[config.mk]
export PLATFORM = sky130hd
export DESIGN_NAME = salc_ram
export DESIGN_NICKNAME = d
export VERILOG_FILES = /design/src/hdl/salc_ram.sv
export SDC_FILE = /design/constraint.sdc
export NUM_CORES = 1
export LEC_CHECK = 0
export BUFFER_PORTS_ARGS = -buffer_cell sky130_fd_sc_hd__buf_4
export CAP_MARGIN = 5
export CORE_ASPECT_RATIO = 0.6
export CORE_MARGIN = 4
export CORE_UTILIZATION = 25
export DETAILED_ROUTE_END_ITERATION = 6
export SETUP_SLACK_MARGIN = 0.2
export SYNTH_ARGS = -nofsm -noshare
export SYNTH_HDL_FRONTEND = slang
export SYNTH_SLANG_ARGS = --single-unit
[constraint.sdc]
create_clock -name aclk -period 3 [get_ports aclk]
set_input_delay 0.45 -clock aclk [delete_from_list [all_inputs] [get_ports aclk]]
set_output_delay 0.45 -clock aclk [all_outputs]
set_load 0.01 [all_outputs]
[src/hdl/salc_ram.sv]
// Generic single-write, single-read synchronous RAM with a registered read port.
// Stand-alone; no package is needed.
`default_nettype none

module salc_ram #(
    parameter int WIDTH = 8,
    parameter int DEPTH = 64
) (
    input  wire logic                                      aclk,
    input  wire logic                                      we,
    input  wire logic [(DEPTH > 1 ? $clog2(DEPTH) : 1)-1:0] waddr,
    input  wire logic [WIDTH-1:0]                          wdata,
    input  wire logic                                      re,
    input  wire logic [(DEPTH > 1 ? $clog2(DEPTH) : 1)-1:0] raddr,
    output logic      [WIDTH-1:0]                          rdata
);

    logic [WIDTH-1:0] mem_reg [DEPTH];

    always_ff @(posedge aclk) begin
        if (we) begin
            mem_reg[waddr] <= wdata;
        end
        if (re) begin
            rdata <= mem_reg[raddr];
        end
    end

endmodule

`default_nettype wire

# == Word-level counts from Yosys, hierarchy flattened ==
# Memories as Yosys holds them, arrays and structs flattened. A register that Yosys moved wholly into a read port is not among the register bits.
# Cells that the tools add are included.
# word_totals
reg_bits,0
mem_bits_rw,512
inputBits,23
output_inout_bits,8
mem_count,1
# mem_list
name,words,word_bits,read_ports,rd_ports_with_merged_regs,write_ports,line,text
mem_reg,64,8,1,1,1,18,logic [WIDTH-1:0] mem_reg [DEPTH];
# op_classes
mux,2
# ops
cell,count
two-way mux 1 bit,2

# == Longest topological paths before layout ==
# Gate-level depths: netlist (run 1).
# depth
depth_word,2
ltp_mapped,9
ltp_nobuf,5

# == Worst setup path after synthesis (run 1) ==
# Ideal clock, no wire load.
# synth_path
path_kind,input-to-reg
startpoint,input port raddr[1] (netlist name)
endpoint,"register rdata[3], read port of mem_reg, data pin"
setup_ns,0.266
arrival_time_ns,1.990
t_required_ns,2.734
path_slack_ns,0.744
stages,7
n_path_buf,3
path_cell_list,buf_4 > buf_2 > buf_2 > mux4_2 > mux4_2 > o21ai_1 > o41ai_1
# synth_lines
item,line,text
from (decl),14,"input wire logic [(DEPTH > 1 ? $clog2(DEPTH) : 1)-1:0] raddr,"
to (decl),15,output logic [WIDTH-1:0] rdata

==> impl.org, run 1 <==
** Setup path
- Arrival time worst endpoint :: 2.55 ns
- Startpoint of the most critical register-to-register path :: mem_reg[24][4]$_DFFE_PP_
- Chain of cells forming the critical path :: clkbuf_8, buf_12, mux4_2, mux4_2, nor2_1, o32ai_1
- CP startpoint kind :: primary input
- On the worst path, the slowest cell contributes a delay of 0.59 ns.
- Crit path max-delay family :: multiplexers
- By instance count, the cell type seen most on the critical path is mux4_2.
- The slowest stage of the critical path is the mux4_2 cell.
- The critical path is of the primary input to register type.
- Setup crit end kind :: register
- Levels on crit path :: 6
- For the worst setup path, the data required time is 3.32 ns.
- Setup slack of the most critical reg-to-reg path :: 0.79 ns
- In this run the worst setup path terminates at rdata[6]$_DFFE_PP_.
- The endpoint identified for the worst register-to-register timing path is rdata[4]$_DFFE_PP_.
- Critical Path Source :: raddr[0]
- Of all nets on the critical path, the largest fanout is 22.
- The critical path contains buffers and inverters numbering 2 combined.
- For the worst flop-to-flop path, the logic depth is 5.

** Floorplan
- 31 I/O pins were placed.
- In this run the core area contains 80 standard-cell rows.
- The initial utilization of the core area, before any placement, comes to 25.3%.
- Die X :: 375 µm
- After floorplanning, the core was sized to cover 79900 µm².
- DIE HEIGHT :: 228 µm
- The die covers 85800 µm².

** Synthesis
- Synth unique cells :: 39
- Of the total synthesized cell area, the portion taken by full adders, half adders and majority gates is 0%.
- Simple logic cell fraction of the synthesized area :: 3.37%
- Summing the areas of all xor and xnor instances in the mapped netlist gives 0% of the synthesized area.
- For this run, the register share of the synthesized area comes to 77.1%.
- The average instance in the mapped netlist occupies 21.5 µm².
- The synthesized netlist devotes 2.06% of its cell area to compound gates.
- Dominant combinational cell family by area after synthesis :: multiplexers
- Post-Syn Area :: 20200 µm²
- In this run, synthesis produced a sequential element count of 520.
- Synthesis produced a netlist with a net count of 963.
- Synthesized instance count :: 940
- Of the post-synthesis cell area, the part taken by muxes is 15.9%.
- The Yosys step of the flow raised 0 warnings.

** Timing
- The final-report hold violation count came to 0.
- The final critical path takes up 74.3% of the cycle.
- For the final database, setup skew stands at 0.0227 ns.
- At the pin with the least slew margin, the transition time is 0.799 ns.
- Max Fclk :: 448 MHz
- After routing, the total negative slack on setup checks comes to 0 ns.
- Setup repair after global routing left no endpoint under its margin.
- Time the final worst path needs with I/O delays and setup :: 2.23 ns
- Setup violations remaining at the end of the flow were counted as 0.
- The number of pins with negative max-slew slack in the final report came to 0.
- Min Hold Slack :: 0.243 ns
- Slew HR :: 46.6%
- Final critical-path setup slack :: 0.770 ns

** Placed design
- In this run, placement finished with an instance count of 2085.
- Prior to clock tree synthesis, the placed netlist has a worst setup slack of 0.194 ns.
- HPWL after detailed placement :: 32.8 mm
- The count of buffers added on input and output ports is 30.
- The congestion estimate from routability-driven global placement came to 0.836.
- The placed instances occupy a cell area of 22400 µm².

** Drt
- Mean number of vias per cell :: 4.65
- Across all layers, the routed design uses 10100 vias.
- Remaining design rule violation count :: 0
- Residual antenna-violating net count after detailed routing :: 0
- Number of DRC violations after detailed-routing iteration 0 :: 1415
- After detailed routing, the average wire length per cell comes to 23.4 µm.
- The first TritonRoute pass finished after 5 iterations.
- The routed design has 50.6 mm of wire.

** Pwr
- For this design the static power due to leakage is 7.33 nW.
- For this design the ratio of total power to cell area is 611 nW/µm².
- Total Power :: 14.5 mW
- Maximum vdd drop :: 0.366 mV

** Final layout
- From synthesis to final layout, the design area changed by 17.1%.
- Final #Nets :: 1088
- Fraction of final layout cells with drive strength greater than 1 :: 30.0%
- Util after Layout :: 29.7%
- Flip-flop count of the largest register, all copies and words added :: 512
- Final std cells w/o fill :: 2162
- After filler insertion, the fill cell instance count of the layout stands at 7784.
- Design Area, Final :: 23700 µm²

** Clock tree
- For this design, the sink count on the clock tree is 520.
- The number of setup buffers added after CTS is 0.
- Gates resized during post-CTS repair numbered 0.
- Clock slew at reported path FFs :: 0.07 ns
- CTS built an H-tree with a depth of 2.
- Skew-Pair Late Insertion Delay :: 0.58 ns
- CTS Buffer Depth :: 3
- Number of buffers inserted for hold repair after clock tree synthesis :: 0
- TritonCTS clock tree :: built
- The tree is rooted in a clkbuf_16.
- Counting the buffers created by CTS gives 44.

** Run status
- The run finished with clean final reports.

** GRT
- Entering global routing, the biggest net connects 65 pins.
- First-pass GRT wire length :: 73.4 mm
- Initial antenna violation count :: 3
- Remaining Overflow, GRT :: 0
- Via count of the first global-routing pass :: 9975
- For this run, the total global-route usage over all layers was measured as 11.7%.

** Hold path
- Class of the worst hold path :: primary input to register

** Job
- Max-cap violations in this run came to 0.
==> layer usage <==
layer	routed length [µm]	GRT usage (%)
met1	24100	18.4
met2	19300	14.6
met3	6480	5.33
met4	694	1.99
met5	23	0
==> final cells by class <==
class                   instances  area [µm²]  share of cell area (%)
clock inverters                22         161                   0.681
diodes                          1        2.50                  0.0106
well taps                    1066        1330                    5.63
flip-flops and latches        520       15600                    65.9
clock buffers                  54        1180                    4.98
repair buffers                130        1090                    4.62
multi-input cells             369        4320                    18.2
==> cells in the final DEF, fill, tap and decap left out, types with 2 or more instances in the layout <==
master and n:
edfxtp_1 520, mux4_2 126, buf_4 120, nor2_1 83, clkbuf_16 46, mux2i_1 23, nand2_1 19, nor2b_1 14
mux2_2 13, nand3_1 13, clkinv_1 11, buf_12 9, o221ai_1 8, o22ai_1 8, clkbuf_1 8, nand2b_1 7
nor3_1 7, clkinv_2 7, a221oi_1 6, a211oi_1 4, nand3b_1 3, a21oi_1 3, a22oi_1 3, o2111ai_1 3
o2bb2ai_1 3, o221a_2 2, nor4_1 2, o32ai_1 2, a2111oi_0 2, o21a_1 2, o21ai_1 2, o41ai_1 2
nand4_1 2, o21ai_0 2, bufinv_16 2
==> synth_stat cells <==
library cell	number	share of area [%]
nand2_1	19	0.35
mux2i_1	23	1.1
o21ai_0	2	0.049
o32ai_1	2	0.087
buf_12	2	0.20
o21a_1	2	0.074
o2111ai_1	3	0.13
nor4_1	2	0.062
o41ai_1	2	0.087
nand4b_1	1	0.043
o2bb2ai_1	3	0.13
o311ai_1	1	0.043
and2_1	1	0.031
mux4_2	126	14
a31oi_1	1	0.031
buf_1	4	0.074
buf_6	4	0.22
nor2b_1	14	0.43
a211oi_1	4	0.15
o221a_2	2	0.11
mux2_2	13	0.72
nand2b_1	7	0.22
clkbuf_1	17	0.32
nor2_1	83	1.5
a2111oi_0	2	0.087
a221oi_1	6	0.26
buf_4	13	0.48
o22ai_1	8	0.25
nor3_1	7	0.17
a22oi_1	3	0.11
o221ai_1	8	0.35
edfxtp_1	520	77
a21oi_1	3	0.074
o21ai_1	2	0.049
or3_1	1	0.031
nand3b_1	3	0.11
buf_2	11	0.27
nand3_1	13	0.32
nand4_1	2	0.062
==> how the worst min path moves through the flow <==
stage	start	end	slack, ns	cells after the start
2_1_floorplan	wdata[0]	mem_reg[0][0]$_DFFE_PP_	0.55	0
3_3_place_gp	re	rdata[5]$_DFFE_PP_	0.81	1
3_5_place_dp	re	rdata[5]$_DFFE_PP_	0.81	1
4_1_cts	re	rdata[3]$_DFFE_PP_	0.19	1
5_1_grt	re	rdata[6]$_DFFE_PP_	0.20	1
6_report	re	rdata[3]$_DFFE_PP_	0.24	1
==> worst reg2reg max path, delay by kind of cell, from the launching register on <==
kind	cells	cell delay [ns]
DFF	1	0.38
AOI/OAI and AO/OA	2	0.46
muxes	2	0.77
and+or+nand+nor	1	0.36
==> cell families (layout without fill, tap and decap cells) <==
family          Yosys count  in the layout
compound gates           54             54
other cells               0              1
buf+inv                  51            206
flops                   520            520
mux                     162            162
simple gates            153            153
==> where the power goes <==
group	internal (mW)	switching (mW)
registers	8.05	0.0294
clock network	2.97	2.63
logic	0.314	0.501
(Power assumes the default switching activity.)
==> run 2, diff against run 1 <==
- clock period: 3 -> 1.9 ns (I/O delays scaled with it)
==> run 2 against run 1 <==
Effect of this change: the run now ends with negative setup slack left; routed wire length up 3.9%; core utilization rose by 1.0 points; sequential share of layout area decreased by 2.1 points; first-iteration DRC count is 15% lower; sequential cell count did not move; non-clock buffer count grew 70; total power rose by 56%; global-route usage up 0.43 points; critical endpoint unchanged; die area stayed put; clock skew down 0.0051 ns.
==> impl.org, run 2 (synthesized netlist as in run 1, its figures left out) <==
** GRT
- The total congestion overflow came to 0 (unchanged).
- The global routing stage identified its most utilized layer as met1.
- M3 GR Usage :: 6.97% (+1.6 points)
- The first-pass GRT wire length came to 75.4 mm (+2.8%).
- Initial antenna violation count :: 1 (-2)
- Via count of the first global-routing pass :: 10300 (+3.3%)
- Met2 demand-to-capacity share in global routing :: 15.0% (+0.40 points)
- The global-route total usage across every layer came to 12.1% (+0.43 points).
- GR Util met1 :: 18.4% (about the same)
- Largest net degree at the start of global routing :: 65 (unchanged)

** Setup path
- Startpoint of the most critical register-to-register path :: mem_reg[28][6]$_DFFE_PP_
- The worst reg-to-reg setup slack is -0.12 ns (-0.91 ns).
- Chain of cells forming the critical path :: mux4_2, mux2_4, o221a_4, nor3_4, buf_6, o32ai_2
- The critical path required time came to 2.21 ns (-1.11 ns).
- Crit path max-delay family :: multiplexers
- Maximum fanout count along the critical path :: 1 (-95%)
- The worst setup path is launched from a register.
- Setup crit end kind :: register
- Reg-to-reg critical path endpoint :: rdata[6]$_DFFE_PP_
- FF-to-FF path depth :: 6 (+1)
- Critical Path Source :: mem_reg[28][6]$_DFFE_PP_
- The worst endpoint data arrival time is 2.34 ns (-0.21 ns).
- The peak per-stage delay on the critical path is 0.47 ns (-0.12 ns).
- Kind of critical path :: register to register
- Slowest cell on the critical path :: mux4_2
- The total buffers and inverters traversed by the critical path was 1 (-1).

** Drt
- Mean number of vias per cell :: 4.61 (-0.85%)
- The remaining number of nets flagged by the antenna check after routing came to 0 (unchanged).
- Average wire per cell in the routed design :: 23.6 µm (+0.75%)
- Number of DRC violations after detailed-routing iteration 0 :: 1196 (-15%)
- Number of search-and-repair iterations in the first detailed-routing pass :: 5 (unchanged)
- The DRC violations left was 0 (unchanged).
- The number of vias after detailed routing is 10300 (+2.2%).
- The aggregate routed wire length was 52.5 mm (+3.9%).

** Clock tree
- Buffers inserted during post-CTS setup optimization :: 0 (unchanged)
- The tree is rooted in a clkbuf_16.
- The maximum clock path buffer count was 3 (unchanged).
- TritonCTS built the clock tree.
- The number of sinks on the clock net was 520 (unchanged).
- CTS H-tree depth :: 2 (unchanged)
- The number of CTS-inserted buffers is 43 (-2.3%).
- Number of buffers inserted for hold repair after clock tree synthesis :: 0 (unchanged)
- The clock transition at the registers of the reported paths is 0.07 ns (about the same).
- The clock latency on the worst-skew pair is 0.58 ns (about the same).

** Placed design
- The placer congestion estimate is 0.894 (+7.0%).
- The count of buffers inserted at the top-level ports is 30 (unchanged).
- Minimum setup slack after placement :: -0.852 ns (-1.05 ns)
- Placed Cells :: 2155 (+3.4%)
- The placed wire-length estimate after detailed placement came to 36.3 mm (+11%).
- The instance area at placement came to 23000 µm² (+3.1%).

** Final layout
- Most common cell after layout, fill and taps aside :: edfxtp_1
- The net total in the final layout is 1157 (+6.3%).
- The share of the core filled with cells in the final layout was 30.7% (+1.0 points).
- The fraction of layout instances using a drive strength above 1 was 37.1% (+7.2 points).
- Commonest non-fill, non-tap cells in the layout :: 520 x edfxtp_1, 170 x buf_4, 126 x mux4_2, 70 x nor2_1, 43 x clkbuf_16
- The total of fill cells in the finished design was 7676 (-1.4%).
- The number of flip-flops in the largest register came to 512 (unchanged).
- Area growth, synth to finish :: 21.0%
- Design Area, Final :: 24500 µm² (+3.4%)
- Final std cells w/o fill :: 2229 (+3.1%)

** Timing
- Counting I/O delays and the setup requirement, the final critical path takes 2.02 ns.
- The final-report hold violation count came to 0 (unchanged).
- The worst clock skew was 0.0175 ns (-0.00513 ns).
- Tightest Pin Transition :: 0.749 ns (-0.0504 ns)
- Setup repair after global routing could not meet its margin everywhere.
- Number of endpoints failing setup at the final stage :: 6 (+6)
- Timing would allow up to 494 MHz.
- The max-slew headroom at the worst pin is 50.1% (+3.5 points).
- Max Slew Vio Count :: 0 (unchanged)
- The worst hold slack is 0.101 ns (-0.143 ns).
- Period utilisation layout :: 106%
- The total negative slack was -0.299 ns (-0.299 ns).
- The worst path setup slack after routing came to -0.123 ns (-0.892 ns).

** Pwr
- Maximum vdd drop :: 0.552 mV (+51%)
- The static power due to leakage is 7.71 nW (+5.2%).
- Cell-internal power :: 17.7 mW (+56%)
- Net switching fraction of the power :: 21.8% (+0.027 points)
- Combinational power share :: 6.8% (+1.2 points)
- Clock network power share :: 36.7% (-1.9 points)
- Power per unit of standard cell area :: 922 nW/µm² (+51%)
- The overall power consumption is 22.6 mW (+56%).
- Psw :: 4.93 mW (+56%)
- Part of the power in registers :: 56.5% (+0.7 points)

** Hold path
- Hold Path Sink :: rdata[2]$_DFFE_PP_
- Start point of the worst hold path :: re
- The number of cells on the worst hold path is 1 (unchanged).
- Class of the worst hold path :: primary input to register

** Floorplan
- Placeable Area :: 79900 µm² (unchanged)
- DIE HEIGHT :: 228 µm (unchanged)
- The full die area is 85800 µm² (unchanged).
- Rows :: 80 (unchanged)
- Count of pins on the block boundary :: 31 (unchanged)
- The width of the die came to 375 µm (unchanged).
- The effective utilization at floorplan is 25.3% (unchanged).

** Run status
- Violated checks :: negative setup slack
- The flow ran to the end, but the final reports show violations.

** Job
- The max-cap check violation count came to 0 (unchanged).
-- run 2: changes by cell type in the layout (fill, tap and decap cells not counted), moves of 4 or more --
cell / delta
mux2_2: -5
nor2_2: +12
buf_6: +10
mux2_4: +5
nor2_1: -13
clkinv_1: -4
buf_12: +10
nor3_1: -4
clkinv_2: -4
buf_4: +50
-- run 2: power by group through the flow --
stage	Combinational [mW]	Sequential (mW)	Clock, mW
4_1_cts	1.51	12.8	8.47
2_1_floorplan	0.690	13.0	0
6_report	1.53	12.8	8.30
3_3_place_gp	1.42	13.0	0
3_5_place_dp	1.45	13.0	0
5_1_grt	1.62	12.8	9.02
-- run 2: worst max path at each step --
stage / endpoint / slack (ns) / cells after the start
after detailed placement: rdata[5]$_DFFE_PP_ / -0.85 / 8
after global routing: rdata[6]$_DFFE_PP_ / -0.18 / 6
after CTS: rdata[6]$_DFFE_PP_ / -0.18 / 6
after global placement: rdata[5]$_DFFE_PP_ / -0.85 / 8
final: rdata[6]$_DFFE_PP_ / -0.12 / 6
after floorplan: rdata[7]$_DFFE_PP_ / -0.07 / 7
-- run 2: final cells by class --
| type | count | area [µm²] | share of cell area [%] |
|---|---|---|---|
| diodes | 2 | 5.00 | 0.0204 |
| clock buffers | 54 | 1120 | 4.56 |
| clock inverters | 18 | 129 | 0.526 |
| multi-input cells | 369 | 4520 | 18.4 |
| flip-flops and latches | 520 | 15600 | 63.7 |
| well taps | 1066 | 1330 | 5.44 |
| repair buffers | 200 | 1780 | 7.28 |
-- run 2: worst register-to-register path, delay by kind of cell (launching register included) --
kind | cells | cell delay (ns)
AOI/OAI and AO/OA | 2 | 0.38
buffers and inverters | 1 | 0.13
DFF | 1 | 0.37
muxes | 2 | 0.76
and+or+nand+nor | 1 | 0.14
-- run 2: per-layer routing --
metal | up-vias | wire, µm
met1 | 5464 | 24600
met4 | 2 | 551
met5 | - | 13
met3 | 57 | 7700
met2 | 445 | 19600
li1 | 4316 | -
-- run 2: timing repair --
action	in CTS	in global routing
pin swaps	7	2
hold endpoints to repair	0	0
endpoints found under the setup margin	8	11
resized for setup	34	10
