### config.mk
export PLATFORM = sky130hd
export DESIGN_NAME = salc_way_logic
export DESIGN_NICKNAME = d
export VERILOG_FILES = /design/src/hdl/salc_pkg.sv /design/src/hdl/salc_way_logic.sv
export SDC_FILE = /design/constraint.sdc
export NUM_CORES = 1
export LEC_CHECK = 0
export BUFFER_PORTS_ARGS = -buffer_cell sky130_fd_sc_hd__buf_2
export CORE_AREA = 5 5 339 341
export DETAILED_ROUTE_END_ITERATION = 10
export DIE_AREA = 0 0 344 346
export SLEW_MARGIN = 25
export SYNTH_ARGS = -nofsm -noshare
export SYNTH_HDL_FRONTEND = slang
export SYNTH_SLANG_ARGS = --single-unit
### constraint.sdc
create_clock -name vclk -period 27.7
set_input_delay 5.54 -clock vclk [all_inputs]
set_output_delay 5.54 -clock vclk [all_outputs]
set_load 0.03 [all_outputs]
### src/hdl/salc_pkg.sv
// Shared types, constants and register codes for the set-associative LRU cache model.
// Used by every module of the block except salc_ram; it depends on nothing else.
`default_nettype none

package salc_pkg;

    // Default values for the top-level parameters.
    localparam int DEF_MAX_SET_BITS = 6;
    localparam int DEF_MAX_WAYS     = 8;
    localparam int DEF_ADDR_WIDTH   = 48;

    // Field widths that are fixed by the interface.
    localparam int CMD_W     = 2;
    localparam int OUTCOME_W = 2;
    localparam int TOTAL_W   = 32;
    localparam int OUT_PAYLOAD_W = OUTCOME_W + 3 * TOTAL_W;
    localparam int M_TDATA_W     = ((OUT_PAYLOAD_W + 7) / 8) * 8;

    // Configuration port.
    localparam int CFG_INDEX_W = 2;
    localparam int CFG_DATA_W  = 4;

    localparam logic [CFG_INDEX_W-1:0] REG_SET_BITS    = 2'd0;
    localparam logic [CFG_INDEX_W-1:0] REG_WAYS_IN_USE = 2'd1;
    localparam logic [CFG_INDEX_W-1:0] REG_BLOCK_BITS  = 2'd2;

    localparam logic [2:0] RST_SET_BITS    = 3'd4;
    localparam logic [3:0] RST_WAYS_IN_USE = 4'd1;
    localparam logic [3:0] RST_BLOCK_BITS  = 4'd4;

    // Access commands; the unused code behaves as a load.
    localparam logic [CMD_W-1:0] CMD_LOAD   = 2'd0;
    localparam logic [CMD_W-1:0] CMD_STORE  = 2'd1;
    localparam logic [CMD_W-1:0] CMD_MODIFY = 2'd2;

    // Outcome of the first access of a word.
    localparam logic [OUTCOME_W-1:0] OUT_HIT   = 2'd0;
    localparam logic [OUTCOME_W-1:0] OUT_FILL  = 2'd1;
    localparam logic [OUTCOME_W-1:0] OUT_EVICT = 2'd2;

    localparam logic [TOTAL_W-1:0] TOTAL_MAX = '1;

    // Summary of one set lookup, passed from the way logic to the top level.
    typedef struct packed {
        logic hit;
        logic evict;
    } salc_look_t;

    typedef enum logic [1:0] {
        ST_IDLE = 2'b01,
        ST_LOOK = 2'b10
    } salc_state_t;

endpackage

`default_nettype wire

### src/hdl/salc_way_logic.sv
// Way search, victim choice and age update for one set row of the cache.
// Depends on salc_pkg for the lookup summary type.
`default_nettype none

module salc_way_logic #(
    parameter int MAX_WAYS   = 8,
    parameter int ADDR_WIDTH = 48,
    parameter int AGE_W      = 3,
    parameter int WCNT_W     = 4
) (
    input  wire logic [MAX_WAYS*ADDR_WIDTH-1:0] tag_row,
    input  wire logic [MAX_WAYS*(AGE_W+1)-1:0]  va_row,
    input  wire logic [ADDR_WIDTH-1:0]          tag,
    input  wire logic [WCNT_W-1:0]              ways,
    output logic      [MAX_WAYS*ADDR_WIDTH-1:0] tag_row_new,
    output logic      [MAX_WAYS*(AGE_W+1)-1:0]  va_row_new,
    output salc_pkg::salc_look_t                look
);
    import salc_pkg::*;

    localparam int VA_W = AGE_W + 1;

    logic [MAX_WAYS-1:0] used;
    logic [MAX_WAYS-1:0] valid;
    logic [AGE_W-1:0]    age [MAX_WAYS];
    logic                hit;
    logic                free;
    logic [AGE_W-1:0]    hit_way;
    logic [AGE_W-1:0]    free_way;
    logic [AGE_W-1:0]    victim;
    logic [AGE_W-1:0]    way;
    logic [AGE_W:0]      ref_age;

    // Unpack the row; a way is in use when its number is below the way count.
    always_comb begin
        for (int w = 0; w < MAX_WAYS; w++) begin
            used[w]  = (WCNT_W'(w) < ways);
            valid[w] = va_row[w*VA_W + AGE_W];
            age[w]   = va_row[w*VA_W +: AGE_W];
        end
    end

    // Lowest matching way, lowest free way and the oldest way.
    always_comb begin
        hit      = 1'b0;
        hit_way  = '0;
        free     = 1'b0;
        free_way = '0;
        for (int w = MAX_WAYS - 1; w >= 0; w--) begin
            if (used[w] && valid[w] && tag_row[w*ADDR_WIDTH +: ADDR_WIDTH] == tag) begin
                hit     = 1'b1;
                hit_way = AGE_W'(w);
            end
            if (used[w] && !valid[w]) begin
                free     = 1'b1;
                free_way = AGE_W'(w);
            end
        end
        victim = '0;
        for (int w = 1; w < MAX_WAYS; w++) begin
            if (used[w] && age[w] > age[victim]) begin
                victim = AGE_W'(w);
            end
        end
    end

    always_comb begin
        priority if (hit) begin
            way     = hit_way;
            ref_age = {1'b0, age[hit_way]};
        end else if (free) begin
            way     = free_way;
            ref_age = (AGE_W+1)'(MAX_WAYS);
        end else begin
            way     = victim;
            ref_age = {1'b0, age[victim]};
        end
        look.hit   = hit;
        look.evict = !hit && !free;
    end

    // The touched way becomes the newest; younger used ways age by one.
    always_comb begin
        tag_row_new = tag_row;
        va_row_new  = va_row;
        for (int w = 0; w < MAX_WAYS; w++) begin
            if (AGE_W'(w) == way) begin
                va_row_new[w*VA_W +: VA_W] = {1'b1, {AGE_W{1'b0}}};
                if (!hit) begin
                    tag_row_new[w*ADDR_WIDTH +: ADDR_WIDTH] = tag;
                end
            end else if (used[w] && valid[w] && {1'b0, age[w]} < ref_age &&
                         age[w] < AGE_W'(MAX_WAYS - 1)) begin
                va_row_new[w*VA_W +: AGE_W] = age[w] + 1'b1;
            end
        end
    end

endmodule

`default_nettype wire

Word-level counts from Yosys, hierarchy flattened
Cells that the tools add are included.
- bits in latches: 0
- register bits after elaboration: 0
- memory bits (read-only): 0
- output and inout port bits: 418
- memories: 0
- input bits: 468
- memory bits (writable): 0
- word-level logic and storage cells: 236
- reductions and logical operators: 59
- order comparisons: 39
- equal/unequal tests: 15
- $mul: 0
- divide/modulo/power cells: 0
- bitwise operators: 8
- shift-type cells: 0
- $add $sub $neg: 8
- muxes and demuxes: 107
- operators with widths (kind ; number):
    $mux W48 ; 16
    $eq A48 B48 Y1 ; 8
    $mux W3 ; 56
    $bmux W3 S3 ; 8
    $logic_and A1 B1 Y1 ; 48
    $ge A4 B4 Y1 const B ; 8
    $lt A3 B4 Y1 ; 8
    $not A3 Y4 ; 8
    $mux W1 ; 25
    $add A3 B1 Y3 const B ; 8
    $lt A3 B3 Y1 const B ; 8
    $gt A3 B3 Y1 ; 7
    $lt A3 B4 Y1 const A ; 4
    $eq A3 B3 Y1 const A ; 4
    $logic_not A1 Y1 ; 10
    $lt A1 B4 Y1 const A ; 2
    $lt A2 B4 Y1 const A ; 2
    $mux W4 ; 2
    $eq A2 B3 Y1 const A ; 2
    $eq A1 B3 Y1 const A ; 1
    $logic_not A3 Y1 ; 1

Logic depth before layout (Yosys ltp)
Gate-level depths: netlist (run 1).
- word-level depth: 56
- gate-level depth with buffers: 70
- depth with buffers taken out: 67

Worst setup path after synthesis (run 1)
Ideal clock, no wire load.
- kind: input to output
- start: in va_row[1]
- end: out va_row_new[16]
- slack: 3343 ps
- stages on the path: 66
- arrival time: 18817 ps
- cells stage by stage: inv_1 -> ha_1 -> nor2b_1 -> o21a_1 -> o21a_1 -> a21oi_1 -> ha_1 -> nor2b_1 -> o21a_1 -> o21ai_0 -> clkbuf_1 -> nor2_1 -> a21o_1 -> ha_1 -> nor2b_1 -> o21a_1 -> o21a_1 -> clkbuf_1 -> [... 30 more ...] -> o21ai_0 -> ha_1 -> nor2b_1 -> o21a_1 -> o21ai_0 -> and2_1 -> nand2_1 -> clkbuf_1 -> a21oi_1 -> o22ai_1 -> a211oi_1 -> nor3_1 -> a221oi_1 -> ha_1 -> o21a_1 -> o22ai_1 -> nor3_1 -> a211oi_1
- word-level cells in the longest chain between the ends: 56
- elaborated cells between the ends (all ways): 62
- ends and longest elaborated chain (item ; RTL line ; source):
    start, declared ; salc_way_logic.sv:12 ; input wire logic [MAX_WAYS*(AGE_W+1)-1:0] va_row,
    $gt A3 B3 Y1 ; salc_way_logic.sv:61 ; if (used[w] && age[w] > age[victim]) begin
    $logic_and A1 B1 Y1 ; salc_way_logic.sv:61 ;
    $mux W1 ; salc_way_logic.sv:61 ;
    $not A3 Y4 (not written as such) ; salc_way_logic.sv:61 ;
    $bmux W3 S3 ; salc_way_logic.sv:61 ;
    $mux W3 (not written as such) (2 in a row) ; salc_way_logic.sv:61 ;
    $gt A3 B3 Y1 ; salc_way_logic.sv:61 ;
    $logic_and A1 B1 Y1 ; salc_way_logic.sv:61 ;
    [... 37 more ...] ; -- ;
    $bmux W3 S3 ; salc_way_logic.sv:76 ; ref_age = {1'b0, age[victim]};
    $mux W3 (not written as such) (2 in a row) ; salc_way_logic.sv:76 ;
    $mux W4 ; salc_way_logic.sv:71 ; end else if (free) begin
    $mux W4 ; salc_way_logic.sv:68 ; priority if (hit) begin
    $lt A3 B4 Y1 ; salc_way_logic.sv:92 ; end else if (used[w] && valid[w] && {1'b0, age[w]} < ref_age &&
    $logic_and A1 B1 Y1 (2 in a row) ; salc_way_logic.sv:92 ;
    $mux W3 ; salc_way_logic.sv:92 ;
    $mux W3 (*) ; salc_way_logic.sv:87 ; if (AGE_W'(w) == way) begin
    end, declared ; salc_way_logic.sv:16 ; output logic [MAX_WAYS*(AGE_W+1)-1:0] va_row_new,
Every way passes the cells marked *; elsewhere a longest branch is shown, timed or not. The select of a mux whose other input is x is not followed.

Final worst setup path (run 1)
- start: in va_row[1]
- end: out va_row_new[22]
The elaborated chain is that of the path after synthesis.

==> results of run 1 <==
==> metrics by stage <==
| step | total power [mW] | worst slack (ns) | cell area, um2 |
|---|---|---|---|
| finish | 0.798 | 1.46 | 20100 |
| global route | 0.831 | 0.533 | 20000 |
| CTS | 0.789 | 1.81 | 20000 |
| detailed placement | 0.785 | 1.82 | 20000 |
| global placement | 0.791 | 1.77 | 19900 |
| floorplan | 0.463 | 3.34 | 13600 |
==> power groups by stage <==
| stage | Clock (mW) | Combinational [mW] | Sequential (mW) |
|---|---|---|---|
| floorplan | 0 | 0.463 | 0 |
| global placement | 0 | 0.791 | 0 |
| detailed placement | 0 | 0.785 | 0 |
| CTS | 0 | 0.789 | 0 |
| global route | 0.0000000194 | 0.831 | 0 |
| finish | 0.0000000708 | 0.798 | 0 |
==> path summary, 6_finish.rpt <==
path              startpoint        endpoint  slack (ns)  cells after the start
hold / removal     va_row[7]   va_row_new[7]       11.48                      3
setup / recovery   va_row[1]  va_row_new[22]        1.46                     66
==> synth_stat cells, types with 9 or more instances <==
| cell type | number | area share (%) |
|---|---|---|
| sky130_fd_sc_hd__mux2_2 | 378 | 31 |
| sky130_fd_sc_hd__xnor2_1 | 259 | 17 |
| sky130_fd_sc_hd__nand4_1 | 132 | 6.1 |
| sky130_fd_sc_hd__xor2_1 | 118 | 7.6 |
| sky130_fd_sc_hd__clkbuf_1 | 109 | 3.0 |
| sky130_fd_sc_hd__nor4_1 | 85 | 3.9 |
| sky130_fd_sc_hd__nand2_1 | 79 | 2.2 |
| sky130_fd_sc_hd__nor2_1 | 58 | 1.6 |
| sky130_fd_sc_hd__o21ai_0 | 52 | 1.9 |
| sky130_fd_sc_hd__a21oi_1 | 42 | 1.5 |
| sky130_fd_sc_hd__ha_1 | 37 | 3.4 |
| sky130_fd_sc_hd__inv_1 | 35 | 0.97 |
| sky130_fd_sc_hd__nor3_1 | 32 | 1.2 |
| sky130_fd_sc_hd__buf_2 | 27 | 1.0 |
| sky130_fd_sc_hd__nor2b_1 | 24 | 1.1 |
| sky130_fd_sc_hd__nand3_1 | 19 | 0.70 |
| sky130_fd_sc_hd__a31oi_1 | 17 | 0.78 |
| sky130_fd_sc_hd__o21a_1 | 17 | 0.94 |
| sky130_fd_sc_hd__buf_1 | 16 | 0.44 |
| sky130_fd_sc_hd__a211oi_1 | 14 | 0.77 |
| sky130_fd_sc_hd__or3_1 | 14 | 0.65 |
| sky130_fd_sc_hd__mux2i_1 | 13 | 0.96 |
| sky130_fd_sc_hd__nand2b_1 | 12 | 0.55 |
| sky130_fd_sc_hd__a21o_1 | 10 | 0.55 |
| sky130_fd_sc_hd__o211ai_1 | 9 | 0.50 |
| sky130_fd_sc_hd__o22ai_1 | 9 | 0.42 |
| sky130_fd_sc_hd__or2_2 | 9 | 0.42 |
==> cell usage in the layout, fill, tap and decap left out, drive strengths merged, types with 10 or more instances in the layout <==
| master | count |
|---|---|
| nand2 | 79 |
| mux2i | 13 |
| inv | 35 |
| or2 | 10 |
| ha | 37 |
| nor2 | 58 |
| xor2 | 119 |
| o211ai | 10 |
| nand3 | 19 |
| a211oi | 15 |
| nand4 | 132 |
| a21oi | 42 |
| a31oi | 17 |
| o21ai | 54 |
| nor3 | 32 |
| mux2 | 378 |
| nor2b | 24 |
| nor4 | 86 |
| buf | 973 |
| diode | 51 |
| or3 | 15 |
| xnor2 | 259 |
| nand2b | 12 |
| a21o | 10 |
| o21a | 17 |
==> cell families after synthesis <==
group,Yosys count,share of synthesized area [%]
adders and majority gates,41,3.73
muxes,391,32.3
AOI/OAI and AO/OA,240,12.4
buffers and inverters,195,6.00
xor gates and xnor gates,378,24.5
and+or+nand+nor,506,21.1
==> per-layer routing <==
layer  share of wire, %  vias up
li1                   -     8237
met1                 39     9841
met2                 42     1693
met3                 13      399
met4                5.8       50
met5               0.21        -
==> final cells by class <==
class	count	area, um2
repair buffers	973	5120
inverters	35	131
multi-input cells	1556	12800
fillers	12800	91500
diodes	51	128
well taps	1500	1880
==> impl_results.md, run 1 <==
- Global Route met2 Usage: 40.5%
- Area delta synth->final: 48.2%
- FFs & Latches: 0
- Wire per inst: 40.6 um
- Peak clock frequency supported by timing: ~0.038 GHz
- Critical path fanouts, max: 19
- Internal power contribution: 250 uW
- Final hold slack: 11.48 ns
- First-pass GRT wire length: a little over 200 mm
- Post-synthesis cell area: 13,600 um2
- Routed via count: 20,200
- Reported net switching power: 548 uW
- Synth Area per Inst: between 7 and 8 um2
- Die ar.: 119,000 um2
- Hold violation total from the final report: 0
- Cell type of the slowest stage on the worst timing path: sky130_fd_sc_hd__a221oi_2
- Most Crowded Layer GR: met2
- Combinational cell fraction of total power: 100.0%
- Total congestion overflow after global routing: 0
- Buffer and inverter count on the worst path: 5
- Count of cells resized by post-cts repair: 0
- Number of distinct library cells after synthesis: 83
- Total routing usage reported by global routing: 26.3%
- Number of max-slew violations in the final report: 0
- Top-level I/O count: 886
- Layout Utilization: between 10% and 20%
- Power density relative to cell area: 39.7 nW/um2
- Sequential Power Share: 0%
- Global-route met3 utilization: 11.1%
- Share of synthesized area occupied by flip-flops and latches: 0%
- Maximum number of pins on one net before global-route repair: 50
- Initial DRT Pass Iterations: 6
- Critical path class: input pin to output port
- Fraction of power spent switching nets: 68.7%
- WP data arrival: 20.70 ns
- DRC viols: 0
- Unrepaired setup endpoints after global routing: false
- Std-Cell Rows: around 120
- Remaining number of nets flagged by the antenna check after routing: 0
- Initial Util: 12.2%
- Core area: 112,000 um2
- Cell count after placement: just over 4,000
- Die Width: 344 um
- Reported max-cap violation count: 0
- CP Launch Type: input pin
- CLK BUF: 0
- Clock share of power: 0%
- Count of synthesis-stage warnings from yosys: 0
- Actual slew at the worst max-slew pin: 1.01 ns
- Relative slew margins: 32.4%
- Met1 GRT Util: between 30% and 40%
- Crit path capture type: output port
- Post-CTS Hold Fix Bufs: 0
- Final net count: 3,071
- Number of instances in the synthesized netlist: 1,751
- Detailed placer's ending HPWL: roughly 140 mm
- Class of the tightest hold or removal check: input pin to output port
- Count of final setup violators: 0
- Global placement routability congestion: 1.00
- Final Non-Filler Cells: ~4,000
- Crit-path max cell delay: 0.74 ns
- Ratio of final minimum period to clock period: 94.7%
- Vertical extent of the die: 346 um
- Share of post-route cells with drive strength above 1: 54.4%
- Number of input and output port buffers inserted: 886
- Buffers inserted by post-CTS timing repair: 0
- Flip-flop and latch area: 0 um2
- Initial DRC Count: 2,296
- Synthesized netlist net count: 2,256
- Initial antenna violation count: 99
- Via count of the first global-routing pass: around 19,000
- Maximum vdd drop: 22.4 uV
- Outcome: completed
- Total negative setup slack: 0 ns
- Time the worst path needs with I/O delays and setup: 26.24 ns
- Req. time, crit path: 22.16 ns
- CP delay by family, top: compound AO/OA/AOI/OAI gates
- Total length of routed wires: 167 mm
- Via/cell ratio: 4.91
- Static Leak: around 8.3 nW
(Power assumes the default switching activity.)
==> inputs of run 2 (changes only) <==
==> constraint.sdc (replaced) <==
create_clock -name vclk -period 24.3
set_input_delay 1.215 -clock vclk [all_inputs]
set_output_delay 1.215 -clock vclk [all_outputs]
set_load 0.03 [all_outputs]
==> run 2 against run 1 <==
Final cell count fell by 0.36%; global-route usage rose by 0.16 points; setup slack improved by 5.0 ns; core utilization fell by 0.11 points; final area fell by 0.58%; non-clock buffer count fell by 8; routed wire length rose by 0.28%; sequential share of layout area did not move; worst hold slack got worse by 8.7 ns; first-iteration DRC count rose by 1.5%; count of clock-buffer cells in the layout did not move; critical path depth did not move; critical endpoint unchanged; highest routed layer unchanged.
==> impl_results.md, run 2 (synthesized netlist as in run 1, its figures left out) <==
- Outcome: completed
- Crit path capture type: output port
- Ratio of final minimum period to clock period: 73.3%
- Die Width: 344 um (unchanged)
- Total congestion overflow after global routing: 0 (unchanged)
- Cell area reported after detailed placement: 19,900 um2 (-0.46%)
- Reported max-cap violation count: 0 (unchanged)
- Critical path fanouts, max: 19 (unchanged)
- CLK BUF: 0 (unchanged)
- Final instance area: 20,000 um2 (-0.58%)
- Peak clock frequency supported by timing: around 0.056 GHz
- Share of post-route cells with drive strength above 1: 54.3% (-0.14 points)
- Routed via count: 20,000 (-1.2%)
- Initial Util: 12.2% (unchanged)
- Req. time, crit path: 23.08 ns (+0.92 ns)
- Via count of the first global-routing pass: 19,200 (-0.82%)
- Std-Cell Rows: 123 (unchanged)
- Core area: 112,000 um2 (unchanged)
- Time the worst path needs with I/O delays and setup: 17.82 ns
- Post-CTS Hold Fix Bufs: 0 (unchanged)
- Maximum vdd drop: 26.0 uV (+16%)
- WP data arrival: 16.61 ns (-4.09 ns)
- Hold violation total from the final report: 0 (unchanged)
- Initial DRT Pass Iterations: 5 (-1)
- Count of cells resized by post-cts repair: 0 (unchanged)
- Most common library cell in the layout ignoring fill and taps: sky130_fd_sc_hd__buf_2
- Maximum number of pins on one net before global-route repair: 51 (+2.0%)
- # fillers: 12,900 (+0.20%)
- Vertical extent of the die: 346 um (unchanged)
- Remaining number of nets flagged by the antenna check after routing: 0 (unchanged)
- Total length of routed wires: 167 mm (+0.28%)
- Count of final setup violators: 0 (unchanged)
- Initial antenna violation count: 103 (+4.0%)
- First-pass GRT wire length: 207 mm (+0.57%)
- Power consumption: 902 uW (+13%)
- Flip-flop and latch area: 0 um2 (unchanged)
- Unrepaired setup endpoints after global routing: false
- Total routing usage reported by global routing: 26.5% (+0.16 points)
- Actual slew at the worst max-slew pin: 1.04 ns (+0.0232 ns)
- Final hold slack: 2.82 ns (-8.66 ns)
- CP Launch Type: input pin
- Die ar.: 119,000 um2 (unchanged)
- Top-level I/O count: 886 (unchanged)
- Final net count: 3,063 (-0.26%)
- Detailed placer's ending HPWL: 143 mm (+1.8%)
- Number of max-slew violations in the final report: 0 (unchanged)
- Via/cell ratio: 4.87 (-0.85%)
- Class of the tightest hold or removal check: input pin to output port
- Power density relative to cell area: 45.1 nW/um2 (+14%)
- Wire per inst: 40.8 um (+0.65%)
- Static Leak: 8.20 nW (-0.79%)
- Cell type of the slowest stage on the worst timing path: sky130_fd_sc_hd__a221oi_2
- Initial DRC Count: 2,331 (+1.5%)
- Buffers inserted by post-CTS timing repair: 0 (unchanged)
- Number of input and output port buffers inserted: 886 (unchanged)
- Global placement routability congestion: 0.993 (-0.86%)
- DRC viols: 0 (unchanged)
- Critical path class: input pin to output port
- Relative slew margins: 30.2% (-2.2 points)
- Commonest cells after routing, fill and taps aside: 886 x sky130_fd_sc_hd__buf_2, 378 x sky130_fd_sc_hd__mux2_2, 259 x sky130_fd_sc_hd__xnor2_1
- Crit-path max cell delay: 0.76 ns (+0.02 ns)
- FFs & Latches: 0 (unchanged)
- Total negative setup slack: 0 ns (unchanged)
- Area delta synth->final: 47.4%
==> run 2: cell types whose count changed in the layout (fill, tap and decap cells not counted), sizes merged <==
cell	before	now
diode	51	44
buf	973	965
==> run 2: final cells by class <==
type,instances,area (um2),area share [%]
Multi-Input combinational cell,1556,12800,64.3
Tap cell,1500,1880,9.39
Timing Repair Buffer,965,5030,25.2
Antenna cell,44,110,0.551
Inverter,35,131,0.657
==> run 2: where the power goes <==
part | internal [mW] | total [mW] | switching (mW)
combinational | 0.281 | 0.902 | 0.621
sequential | 0 | 0 | 0
clock | 0.000000124 | 0.000000124 | 0
==> run 2: per-layer routing <==
| metal | share of wire (%) | GRT usage [%] |
|---|---|---|
| met1 | 39 | 31.8 |
| met2 | 42 | 40.8 |
| met3 | 13 | 11.7 |
| met4 | 6.0 | 11.5 |
| met5 | 0.27 | 0 |
==> run 2: worst paths after layout <==
path / endpoint / slack (ns) / cells after the start / startpoint
setup / recovery: va_row_new[22] / 6.48 / 66 / va_row[1]
hold / removal: va_row_new[7] / 2.82 / 3 / va_row[7]
==> run 2: worst max-delay path: cells and delay by family <==
family                   cells  cell delay (ns)
AO/OA/AOI/OAI               34             8.52
AND/OR/NAND/NOR             19             3.43
adder cells (fa/ha/maj)      8             2.35
buffers and inverters        5             1.06
==> run 2: through the flow <==
stage               setup WS [ns]  util, %  instances
floorplan                    8.59        -       1751
global placement             6.62     17.8       4056
detailed placement           6.72     17.8       4056
CTS                          6.69     17.8       4056
global route                 5.36     17.8       4064
finish                       6.48     17.9       4100
==> inputs of run 3 (changes only) <==
--- a/config.mk
+++ b/config.mk
@@ -6,9 +6,9 @@
 export NUM_CORES = 1
 export LEC_CHECK = 0
 export BUFFER_PORTS_ARGS = -buffer_cell sky130_fd_sc_hd__buf_2
-export CORE_AREA = 5 5 339 341
+export CORE_AREA = 5 5 345 347
 export DETAILED_ROUTE_END_ITERATION = 10
-export DIE_AREA = 0 0 344 346
+export DIE_AREA = 0 0 350 352
 export SLEW_MARGIN = 25
 export SYNTH_ARGS = -nofsm -noshare
 export SYNTH_HDL_FRONTEND = slang
==> constraint.sdc (replaced) <==
create_clock -name vclk -period 16.2
set_input_delay 0.81 -clock vclk [all_inputs]
set_output_delay 0.81 -clock vclk [all_outputs]
set_load 0.03 [all_outputs]
==> run 3 against run 2 <==
Final cell count increased by 2.2%; worst hold slack got worse by 0.81 ns; via count increased by 2.0%; setup slack got worse by 5.0 ns; final area increased by 3.8%; critical endpoint is now va_row_new[8]; die area increased by 3.5%; global-route usage decreased by 0.97 points; non-clock buffer count increased by 54; routed wire length decreased by 0.27%; largest power group unchanged; flip-flop and latch count unchanged; count of clock-buffer cells in the layout unchanged; combinational power increased by 60%.
==> impl_results.md, run 3 (synthesized netlist as in run 1, its figures left out) <==
- Time the worst path needs with I/O delays and setup: roughly 15 ns
- Total negative setup slack: 0 ns (unchanged)
- Cell type of the slowest stage on the worst timing path: sky130_fd_sc_hd__or4_1
- Final net count: 3,117 (+1.8%)
- Most common library cell in the layout ignoring fill and taps: sky130_fd_sc_hd__buf_2
- Total routing usage reported by global routing: 25.5% (-0.97 points)
- Die Width: 350 um (+1.7%)
- Routed via count: 20,400 (+2.0%)
- # fillers: 13,300 (+3.7%)
- Flip-flop and latch area: 0 um2 (unchanged)
- CP Launch Type: input pin
- Hold violation total from the final report: 0 (unchanged)
- Detailed placer's ending HPWL: 142 mm (-0.61%)
- Via/cell ratio: 4.86 (-0.18%)
- Number of input and output port buffers inserted: 886 (unchanged)
- CP delay by family, top: compound AO/OA/AOI/OAI gates
- Crit-path max cell delay: 0.57 ns (-0.19 ns)
- Initial DRT Pass Iterations: 6 (+1)
- Static Leak: 8.59 nW (+4.7%)
- Req. time, crit path: 15.39 ns (-7.69 ns)
- Buffer and inverter count on the worst path: 7 (+2)
- Count of final setup violators: 0 (unchanged)
- DRC viols: 0 (unchanged)
- Global placement routability congestion: 0.997 (+0.38%)
- Area delta synth->final: 53.0%
- Share of post-route cells with drive strength above 1: 55.1% (+0.83 points)
- Initial antenna violation count: 122 (+18%)
- Total length of routed wires: 167 mm (-0.27%)
- Commonest cells after routing, fill and taps aside: 874 x sky130_fd_sc_hd__buf_2, 378 x sky130_fd_sc_hd__mux2_2, 259 x sky130_fd_sc_hd__xnor2_1
- Unrepaired setup endpoints after global routing: false
- Initial DRC Count: 2,356 (+1.1%)
- Hold Crit Start: tag_row[322]
- Actual slew at the worst max-slew pin: 1.09 ns (+0.0518 ns)
- Total congestion overflow after global routing: 0 (unchanged)
- Core area: 116,000 um2 (+3.6%)
- Critical path fanouts, max: 19 (unchanged)
- Multi-input combinational cell area: 12,800 um2 (about the same)
- Peak clock frequency supported by timing: just under 0.07 GHz
- Wire per inst: 39.8 um (-2.4%)
- Final instance area: 20,800 um2 (+3.8%)
- Post-CTS Hold Fix Bufs: 0 (unchanged)
- Initial Util: 11.7% (-0.42 points)
- Std-Cell Rows: 125 (+1.6%)
- Most common cell type on the critical path: sky130_fd_sc_hd__o21a_1
- Layout Utilization: 18.0% (+0.040 points)
- FFs & Latches: 0 (unchanged)
- Outcome: completed
- Critical path class: input pin to output port
- Maximum vdd drop: 44.6 uV (+71%)
- First-pass GRT wire length: 208 mm (+0.52%)
- Number of max-slew violations in the final report: 0 (unchanged)
- Hold Crit Endpoint: tag_row_new[322]
- Ratio of final minimum period to clock period: 91.0%
- Maximum number of pins on one net before global-route repair: 49 (-3.9%)
- Cell area reported after detailed placement: 20,600 um2 (+3.7%)
- Power density relative to cell area: 69.2 nW/um2 (+53%)
- Die ar.: 123,000 um2 (+3.5%)
- Vertical extent of the die: 352 um (+1.7%)
- Crit path capture type: output port
- Remaining number of nets flagged by the antenna check after routing: 0 (unchanged)
- Relative slew margins: 26.7% (-3.5 points)
- CLK BUF: 0 (unchanged)
- Hold path depth: 4 (+1)
- Class of the tightest hold or removal check: input pin to output port
- Via count of the first global-routing pass: 19,800 (+3.2%)
- Buffers inserted by post-CTS timing repair: 0 (unchanged)
- Count of cells resized by post-cts repair: 0 (unchanged)
- WP data arrival: 13.94 ns (-2.67 ns)
- Top-level I/O count: 886 (unchanged)
- Reported max-cap violation count: 0 (unchanged)
==> run 3: cell types whose count changed in the layout (fill, tap and decap cells not counted), moves of 12 or more <==
| cell | change |
|---|---|
| sky130_fd_sc_hd__buf_4 | +44 |
| sky130_fd_sc_hd__buf_12 | +22 |
| sky130_fd_sc_hd__diode_2 | +13 |
| sky130_fd_sc_hd__buf_2 | -12 |
==> run 3: how the worst max path moves through the flow <==
stage,from,endpoint,slack (ns),cells past startpoint
after floorplan,va_row[1],va_row_new[16],1.30,66
after global placement,va_row[1],va_row_new[8],1.45,68
after detailed placement,va_row[1],va_row_new[8],1.55,68
after CTS,va_row[1],va_row_new[8],1.53,68
after global routing,va_row[1],va_row_new[8],0.37,68
final,va_row[1],va_row_new[8],1.45,68
==> run 3: layer usage <==
metal  wire, um  GRT usage, %  vias to the layer above
li1           -             -                     8363
met3      20100          11.3                      376
met1      66800          31.1                    10100
met5        503             0                        -
met2      70600          38.9                     1500
met4       8990          10.7                       72
==> run 3: layout make-up <==
type	count	area share, %
repair buffers	1019	27.6
multi-input cells	1556	61.8
well taps	1524	9.19
diodes	57	0.687
inverters	35	0.633
==> run 3: power by group <==
| part | leakage [nW] | internal [mW] | switching (mW) |
|---|---|---|---|
| logic | 8.59 | 0.502 | 0.935 |
| registers | 0 | 0 | 0 |
| clock network | 0.000362 | 0.000000189 | 0 |
==> run 3: through the flow <==
step	total power, mW	setup slack [ns]	hold slack, ns	instances
after global placement	1.43	1.45	2.01	4134
after CTS	1.42	1.53	2.01	4134
final	1.44	1.45	2.01	4191
after floorplan	0.791	1.30	1.80	1751
after detailed placement	1.42	1.55	2.01	4134
after global routing	1.50	0.375	2.04	4149
